File: src/rtl/core/assert_macros.svh
// Assertion helpers shared by the RTL files.
`ifndef ASSERT_MACROS_SVH
`define ASSERT_MACROS_SVH

// Check a property at every rising edge outside reset.
`define OWM_ASSERT(lbl, clk, rst_n, prop, msg) \
    lbl: assert property (@(posedge clk) disable iff (!rst_n) (prop)) else $error(msg);

// Check that a condition implies another one at the next edge.
`define OWM_ASSERT_NEXT(lbl, clk, rst_n, ante, cons, msg) \
    lbl: assert property (@(posedge clk) disable iff (!rst_n) (ante) |=> (cons)) \
        else $error(msg);

`endif

File: src/rtl/core/owm_pkg.sv
`default_nettype none

package owm_pkg;

    localparam int CfgW      = 10;
    localparam int TimerBits = 10;
    localparam int CmpW      = (TimerBits > CfgW) ? TimerBits : CfgW;
    localparam int CfgIdxW   = 3;

    // Actions carried by an input request.
    localparam logic [1:0] ActTick  = 2'd0;
    localparam logic [1:0] ActReset = 2'd1;
    localparam logic [1:0] ActWrite = 2'd2;

    // Configuration register indexes.
    localparam logic [CfgIdxW-1:0] RegResetLow  = 3'd0;
    localparam logic [CfgIdxW-1:0] RegResetRel  = 3'd1;
    localparam logic [CfgIdxW-1:0] RegResetTail = 3'd2;
    localparam logic [CfgIdxW-1:0] RegOneLow    = 3'd3;
    localparam logic [CfgIdxW-1:0] RegOneRel    = 3'd4;
    localparam logic [CfgIdxW-1:0] RegZeroLow   = 3'd5;
    localparam logic [CfgIdxW-1:0] RegZeroRel   = 3'd6;

    typedef struct packed {
        logic [1:0] action;
        logic [7:0] data_byte;
        logic       line_level;
    } t_in_item;

    typedef struct packed {
        logic drive_low;
        logic busy_res;
        logic done_res;
        logic presence;
    } t_out_item;

    typedef struct packed {
        logic [CfgW-1:0] reset_low_us;
        logic [CfgW-1:0] reset_release_us;
        logic [CfgW-1:0] reset_tail_us;
        logic [CfgW-1:0] one_low_us;
        logic [CfgW-1:0] one_release_us;
        logic [CfgW-1:0] zero_low_us;
        logic [CfgW-1:0] zero_release_us;
    } t_cfg;

    // Saturate to the timer range and stretch zero to one tick.
    function automatic logic [TimerBits-1:0] timer_load(input logic [CfgW-1:0] v);
        logic [CmpW-1:0] wide;
        logic [CmpW-1:0] maxv;
        wide = CmpW'(v);
        maxv = CmpW'({TimerBits{1'b1}});
        if (wide > maxv) begin
            wide = maxv;
        end
        if (wide == '0) begin
            wide = CmpW'(1);
        end
        return TimerBits'(wide);
    endfunction

endpackage

`default_nettype wire

File: src/rtl/core/owm_cfg_regs.sv
`default_nettype none

module owm_cfg_regs (
    input  wire logic                          i_clk,
    input  wire logic                          i_rst_n,
    input  wire logic                          i_cfg_valid,
    output logic                               o_cfg_ready,
    input  wire logic [owm_pkg::CfgIdxW-1:0]   i_cfg_index,
    input  wire logic [owm_pkg::CfgW-1:0]      i_cfg_data,
    output owm_pkg::t_cfg                      o_cfg
);
    import owm_pkg::*;

    t_cfg r_cfg;
    t_cfg n_cfg;

    assign o_cfg_ready = 1'b1;
    assign o_cfg       = r_cfg;

    always_comb begin
        n_cfg = r_cfg;
        if (i_cfg_valid) begin
            case (i_cfg_index)
                RegResetLow:  n_cfg.reset_low_us     = i_cfg_data;
                RegResetRel:  n_cfg.reset_release_us = i_cfg_data;
                RegResetTail: n_cfg.reset_tail_us    = i_cfg_data;
                RegOneLow:    n_cfg.one_low_us       = i_cfg_data;
                RegOneRel:    n_cfg.one_release_us   = i_cfg_data;
                RegZeroLow:   n_cfg.zero_low_us      = i_cfg_data;
                RegZeroRel:   n_cfg.zero_release_us  = i_cfg_data;
                default:      n_cfg = r_cfg;
            endcase
        end
    end

    always_ff @(posedge i_clk) begin
        if (!i_rst_n) begin
            r_cfg.reset_low_us     <= CfgW'(480);
            r_cfg.reset_release_us <= CfgW'(70);
            r_cfg.reset_tail_us    <= CfgW'(410);
            r_cfg.one_low_us       <= CfgW'(6);
            r_cfg.one_release_us   <= CfgW'(64);
            r_cfg.zero_low_us      <= CfgW'(60);
            r_cfg.zero_release_us  <= CfgW'(10);
        end else begin
            r_cfg <= n_cfg;
        end
    end

endmodule

`default_nettype wire

File: src/rtl/core/owm_seq.sv
`default_nettype none

module owm_seq (
    input  wire logic               i_clk,
    input  wire logic               i_rst_n,
    input  wire logic               i_step,
    input  wire owm_pkg::t_in_item  i_item,
    input  wire owm_pkg::t_cfg      i_cfg,
    output owm_pkg::t_out_item      o_res
);
    import owm_pkg::*;

    localparam logic [2:0] PhIdle    = 3'd0;
    localparam logic [2:0] PhRstLow  = 3'd1;
    localparam logic [2:0] PhRstRel  = 3'd2;
    localparam logic [2:0] PhRstTail = 3'd3;
    localparam logic [2:0] PhBitLow  = 3'd4;
    localparam logic [2:0] PhBitRel  = 3'd5;

    logic [2:0]           r_phase, n_phase;
    logic [TimerBits-1:0] r_timer, n_timer;
    logic [2:0]           r_bit, n_bit;
    logic [7:0]           r_shift, n_shift;
    logic                 r_presence, n_presence;
    logic                 done;
    logic [7:0]           next_shift;

    assign next_shift = {1'b0, r_shift[7:1]};

    always_comb begin
        n_phase    = r_phase;
        n_timer    = r_timer;
        n_bit      = r_bit;
        n_shift    = r_shift;
        n_presence = r_presence;
        done       = 1'b0;
        if (i_step) begin
            if (r_phase == PhIdle) begin
                if (i_item.action == ActReset) begin
                    n_presence = 1'b0;
                    n_phase    = PhRstLow;
                    n_timer    = timer_load(i_cfg.reset_low_us);
                end else if (i_item.action == ActWrite) begin
                    n_shift = i_item.data_byte;
                    n_bit   = 3'd0;
                    n_phase = PhBitLow;
                    n_timer = timer_load(i_item.data_byte[0] ? i_cfg.one_low_us
                                                             : i_cfg.zero_low_us);
                end
            end else if (i_item.action == ActTick) begin
                if (r_timer > TimerBits'(1)) begin
                    n_timer = r_timer - TimerBits'(1);
                end else begin
                    case (r_phase)
                        PhRstLow: begin
                            n_phase = PhRstRel;
                            n_timer = timer_load(i_cfg.reset_release_us);
                        end
                        PhRstRel: begin
                            n_presence = !i_item.line_level;
                            n_phase    = PhRstTail;
                            n_timer    = timer_load(i_cfg.reset_tail_us);
                        end
                        PhRstTail: begin
                            n_phase = PhIdle;
                            n_timer = '0;
                            done    = 1'b1;
                        end
                        PhBitLow: begin
                            n_phase = PhBitRel;
                            n_timer = timer_load(r_shift[0] ? i_cfg.one_release_us
                                                            : i_cfg.zero_release_us);
                        end
                        PhBitRel: begin
                            if (r_bit == 3'd7) begin
                                n_phase = PhIdle;
                                n_timer = '0;
                                n_bit   = 3'd0;
                                done    = 1'b1;
                            end else begin
                                n_bit   = r_bit + 3'd1;
                                n_shift = next_shift;
                                n_phase = PhBitLow;
                                n_timer = timer_load(next_shift[0] ? i_cfg.one_low_us
                                                                   : i_cfg.zero_low_us);
                            end
                        end
                        default: begin
                            n_phase = PhIdle;
                            n_timer = '0;
                        end
                    endcase
                end
            end
        end
    end

    assign o_res.drive_low = (n_phase == PhRstLow) || (n_phase == PhBitLow);
    assign o_res.busy_res  = (n_phase != PhIdle);
    assign o_res.done_res  = done;
    assign o_res.presence  = n_presence;

    always_ff @(posedge i_clk) begin
        if (!i_rst_n) begin
            r_phase    <= PhIdle;
            r_timer    <= '0;
            r_bit      <= 3'd0;
            r_presence <= 1'b0;
        end else begin
            r_phase    <= n_phase;
            r_timer    <= n_timer;
            r_bit      <= n_bit;
            r_presence <= n_presence;
        end
    end

    always_ff @(posedge i_clk) begin
        r_shift <= n_shift;
    end

`include "assert_macros.svh"

    `OWM_ASSERT(a_idle_timer_clear, i_clk, i_rst_n, (r_phase == PhIdle) == (r_timer == '0), "timer and idle phase disagree")
    `OWM_ASSERT(a_bit_only_in_write, i_clk, i_rst_n, (r_bit == 3'd0) || (r_phase == PhBitLow) || (r_phase == PhBitRel), "bit index set outside a byte write")
    `OWM_ASSERT_NEXT(a_reset_clears_presence, i_clk, i_rst_n, i_step && (r_phase == PhIdle) && (i_item.action == ActReset), !r_presence && (r_phase == PhRstLow), "reset start did not clear presence")

endmodule

`default_nettype wire

File: src/rtl/core/onewire_master_reset_and_write_unit.sv
// 1-Wire bus master timing sequencer: bus reset with presence detect and
// byte write, paced by one-microsecond tick requests.
// Input channel (i_in_valid / o_in_stall, payload i_in_item): each request is
// a tick, a start-reset command or a start-byte-write command with its byte
// and the sampled line level. Commands that arrive while busy are dropped.
// Output channel (o_out_valid / i_out_stall, payload o_out_item): exactly one
// result per request, giving line drive, busy, done and presence after the
// request has been applied.
// Result: registered, valid in the cycle after its request is accepted.
// Throughput: one request per cycle unless stalled; the sequencer update is one
// pass of logic from the accepted request to the state and result registers.
// Stall: a held result does not block acceptance when the result register
// drains in the same cycle; o_in_stall rises only while a result waits under
// i_out_stall.
// Configuration (i_cfg_valid / o_cfg_ready, i_cfg_index, i_cfg_data): seven
// timing registers in microseconds, always ready; write only while idle.
// Reset: synchronous active-low i_rst_n returns the phase to idle, clears
// presence and the result valid flag, and loads the default timing values.
`default_nettype none

module onewire_master_reset_and_write_unit (
    input  wire logic                          i_clk,
    input  wire logic                          i_rst_n,
    input  wire logic                          i_in_valid,
    output logic                               o_in_stall,
    input  wire owm_pkg::t_in_item             i_in_item,
    output logic                               o_out_valid,
    input  wire logic                          i_out_stall,
    output owm_pkg::t_out_item                 o_out_item,
    input  wire logic                          i_cfg_valid,
    output logic                               o_cfg_ready,
    input  wire logic [owm_pkg::CfgIdxW-1:0]   i_cfg_index,
    input  wire logic [owm_pkg::CfgW-1:0]      i_cfg_data
);
    import owm_pkg::*;

    t_cfg      cfg;
    t_out_item res;
    logic      in_accept;
    logic      cfg_write;
    logic      r_out_valid, n_out_valid;
    t_out_item r_out_item;

    // Hold off new requests only while a finished result is stuck downstream.
    assign o_in_stall = r_out_valid && i_out_stall;
    assign in_accept  = i_in_valid && !o_in_stall;
    assign cfg_write  = i_cfg_valid && o_cfg_ready;

    owm_cfg_regs u_cfg (
        .i_clk       (i_clk),
        .i_rst_n     (i_rst_n),
        .i_cfg_valid (cfg_write),
        .o_cfg_ready (o_cfg_ready),
        .i_cfg_index (i_cfg_index),
        .i_cfg_data  (i_cfg_data),
        .o_cfg       (cfg)
    );

    // Advance the sequencer only on an accepted request.
    owm_seq u_seq (
        .i_clk   (i_clk),
        .i_rst_n (i_rst_n),
        .i_step  (in_accept),
        .i_item  (i_in_item),
        .i_cfg   (cfg),
        .o_res   (res)
    );

    // Result register: load on accept, drop once taken.
    always_comb begin
        if (in_accept) begin
            n_out_valid = 1'b1;
        end else if (!i_out_stall) begin
            n_out_valid = 1'b0;
        end else begin
            n_out_valid = r_out_valid;
        end
    end

    always_ff @(posedge i_clk) begin
        if (!i_rst_n) begin
            r_out_valid <= 1'b0;
        end else begin
            r_out_valid <= n_out_valid;
        end
    end

    always_ff @(posedge i_clk) begin
        if (in_accept) begin
            r_out_item <= res;
        end
    end

    assign o_out_valid = r_out_valid;
    assign o_out_item  = r_out_item;

`include "assert_macros.svh"

    `OWM_ASSERT_NEXT(a_accept_gives_result, i_clk, i_rst_n, in_accept, o_out_valid, "accepted request produced no result")
    `OWM_ASSERT(a_done_not_busy, i_clk, i_rst_n, !(o_out_valid && o_out_item.done_res && o_out_item.busy_res), "done result still reports busy")
    `OWM_ASSERT(a_drive_needs_busy, i_clk, i_rst_n, !(o_out_valid && o_out_item.drive_low && !o_out_item.busy_res), "line driven low while idle")

endmodule

`default_nettype wire
File: config.mk
export PLATFORM = sky130hd
export DESIGN_NAME = onewire_master_reset_and_write_unit
export DESIGN_NICKNAME = d
export VERILOG_FILES = /design/src/rtl/core/owm_pkg.sv /design/src/rtl/core/owm_cfg_regs.sv /design/src/rtl/core/owm_seq.sv /design/src/rtl/core/onewire_master_reset_and_write_unit.sv
export VERILOG_INCLUDE_DIRS = /design/src /design/src/rtl/core
export SDC_FILE = /design/constraint.sdc
export NUM_CORES = 1
export LEC_CHECK = 0
export CORE_ASPECT_RATIO = 0.6
export CORE_MARGIN = 5
export CORE_UTILIZATION = 60
export DETAILED_ROUTE_END_ITERATION = 10
export DONT_BUFFER_PORTS = 1
export GPL_TIMING_DRIVEN = 1
export PLACE_DENSITY = 0.82
export SYNTH_ARGS = -nofsm -noshare
export SYNTH_HDL_FRONTEND = slang
export SYNTH_SLANG_ARGS = --single-unit
File: constraint.sdc
create_clock -name i_clk -period 4.7 [get_ports i_clk]
set_input_delay 0.705 -clock i_clk [delete_from_list [all_inputs] [get_ports i_clk]]
set_output_delay 0.705 -clock i_clk [all_outputs]
set_load 0.02 [all_outputs]
==> run summary <==
total track usage: 0.286
reg2reg start: u_seq.r_timer[2]
syn nets: 685
Vias per Instance: 6.42
synthesized cell area: 0.00522 mm2
status: finished, final reports clean
pwr dens: 349 mW/mm2
initial antenna violation count: 0
Worst-path clk slew: 60 ps
Synth async-reset ratio: 0
Ports: 36
Synth area leader: dfxtp_1
final hold violation count: 0
Post-Synthesis Cells: 649
H-tree depth: 3
R2R cell count: 5
DR WL/cell: 19.8 um
final max-slew violation count: 0
first-pass GRT wire length: 23.6 mm
top cells by area, synth: dfxtp_1, nand2_1, a21boi_0
Final Skew: 7.73 ps
critical path startpoint category: flop
gpl congestion: 0.957
Worst-Margin Slew: 1310 ps
Cell Rows: 26
nature of the critical path endpoint: flop
final period utilization: 0.596
area growth from synthesis to layout: 6.16%
Num Clock Sinks: 100
CP Class: reg2reg
CTS Hold Bufs: 0
most common cell in the netlist: nand2_1
DR iter-0 viols: 656
end point of the critical path: u_seq.r_shift[7]
DRC viols: 0
Sum Neg Setup Slack: 0 ps
vias in the first global route: 4,430
sequential cell area fraction in the yosys report: 0.407
DP Wirelength: 10.6 mm
Worst Setup Slack, final: 1900 ps
critical path peak fanout: 8
top cell type's share of synthesized area: 0.337
die area: 0.0107 mm2
Synth warnings: 0
CTS tree: yes
Post-synth top flop: dfxtp_1
cts bufs inserted: 9
final WL: 14.8 mm
DIE HEIGHT: 82.3 um
RR Endpoint: u_seq.r_shift[7]
Initial Utilization: 0.615
setup violators final: 0
R2R Setup Slk: 1900 ps
Max Cap Viol: 0
Setup WS pre-CTS: 1890 ps
syn avg cell area: 8.04 um2
worst endpoint data arrival time: 2780 ps
Post-synth EDFFs: 12
RSZ-0062 raised after global routing: no
Core ar.: 0.00849 mm2
DR vias: 4,780
static leakage: 0.00203 uW
detailed-router iteration count before antenna repair: 5
ant diodes: 0
synth cell count leaders: nand2_1, dfxtp_1, a21boi_0, nand3_1, nor2_1
min Tclk post-route: 2800 ps
maximum operating frequency: 357 MHz
layout cells sized above 1: 0.0490
Skew-Pair Late Insertion Delay: 350 ps
pin count of the biggest net entering global routing: 93
Slew headroom: 0.124
Final nets: 664
Req. time, crit path: 4680 ps
distinct cell type count of the synthesized netlist: 60
post-CTS resize count: 0
Die Width: 130 um
gr ovfl total: 0
root buffer cell: clkbuf_16
port bufs: 0
worst hold path class: reg2reg
FF+latch count, synth: 100
post-route ant nets: 0
Worst VDD drop: 0.000195 V
post-CTS setup repair buffer count: 0
maximum clock insertion buffer count: 2
crit path launch: u_seq.r_timer[2]
-- report_power, final --
part           leakage, uW  switching, uW  internal, uW
Combinational      0.00105            148          92.4
Clock             0.000153            330           427
Sequential        0.000828           38.3           896
Total              0.00203            517          1420
-- area by class of cell --
type                    count  area (um2)
well taps                 112         140
clock buffers              10         239
multi-input cells         505        2930
inverters                  11        41.3
fillers                   700        2950
repair buffers              1        7.51
flip-flops and latches    100        2120
clock inverters             6        62.6
-- critical path, stage by stage (launching register included) --
cell	delay (ps)
dfxtp_1	340
or4_1	740
or4_1	610
nor2_1	110
a21oi_1	60
nor2_1	570
-- state kept, by name, summed over array words and instances, names as in the netlist --
name and count:
u_seq.r_presence 1, u_cfg.o_cfg 70, u_seq.r_shift 8, o_out_valid 1, u_seq.r_bit 3, u_seq.r_phase 3
u_seq.r_timer 10, o_out_item 4
-- worst min path at each step --
stage	startpoint	endpoint	cells past startpoint
floorplan	u_seq.r_bit[1]	u_seq.r_bit[1]	2
global placement	u_seq.r_bit[1]	u_seq.r_bit[1]	2
detailed placement	u_seq.r_bit[2]	u_seq.r_bit[2]	2
CTS	i_rst_n	u_cfg.o_cfg[13]	1
global route	i_rst_n	u_cfg.o_cfg[13]	1
finish	u_seq.r_bit[2]	u_seq.r_bit[2]	2
-- layer usage --
metal,up-vias,GRT usage,share of wire
met5,-,0,0
met4,0,0.0698,0.018
met2,271,0.425,0.43
met3,37,0.0829,0.11
met1,2233,0.411,0.45
li1,2239,-,-
-- layout by cell type, fill, tap and decap left out, types with 2 or more instances in the layout --
| master | Yosys | final |
|---|---|---|
| nand2_1 | 180 | 180 |
| dfxtp_1 | 88 | 88 |
| a21boi_0 | 49 | 49 |
| nand3_1 | 36 | 36 |
| nor2_1 | 34 | 34 |
| mux2i_1 | 30 | 30 |
| a21oi_1 | 25 | 25 |
| nor4_1 | 13 | 13 |
| o21ai_0 | 13 | 13 |
| nor3_1 | 13 | 12 |
| edfxtp_1 | 12 | 12 |
| nor2b_1 | 11 | 11 |
| inv_1 | 11 | 11 |
| clkbuf_16 | 0 | 9 |
| a22oi_1 | 8 | 8 |
| mux2_2 | 7 | 7 |
| ha_1 | 7 | 7 |
| o221ai_1 | 5 | 5 |
| nand4_1 | 5 | 5 |
| and2_1 | 5 | 5 |
| xnor2_1 | 4 | 4 |
| nand2b_1 | 4 | 4 |
| and3_1 | 4 | 4 |
| a211oi_1 | 3 | 3 |
| o2bb2ai_1 | 3 | 3 |
| a22o_1 | 3 | 3 |
| o22ai_1 | 3 | 3 |
| or4_1 | 3 | 3 |
| clkinv_2 | 0 | 3 |
| a31oi_1 | 2 | 2 |
| nor4b_1 | 2 | 2 |
| o2111ai_1 | 2 | 2 |
| o311ai_0 | 2 | 2 |
| or3_1 | 2 | 2 |
| nor3b_1 | 2 | 2 |
| nand3b_1 | 2 | 2 |
| xor2_1 | 2 | 2 |
-- kinds of logic after synthesis --
kind of cell             synth area share
AO/OA/AOI/OAI                       0.178
XOR/XNOR                           0.0101
adder cells (fa/ha/maj)            0.0168
buffers and inverters              0.0333
flip-flops                          0.407
multiplexers                       0.0726
other                            0.000718
AND/OR/NAND/NOR                     0.282
-- stage by stage --
step | instance area [um2] | instances | hold slack [ps] | total power (uW) | util
2_1_floorplan | 5220 | 649 | 440 | 1140 | -
4_1_cts | 5540 | 745 | 434 | 1930 | 0.653
3_3_place_gp | 5240 | 729 | 452 | 1180 | 0.617
5_1_grt | 5540 | 745 | 439 | 2000 | 0.653
3_5_place_dp | 5240 | 729 | 463 | 1190 | 0.617
6_report | 5540 | 745 | 469 | 1930 | 0.653
Note: power is estimated with default switching activity, not from simulation.
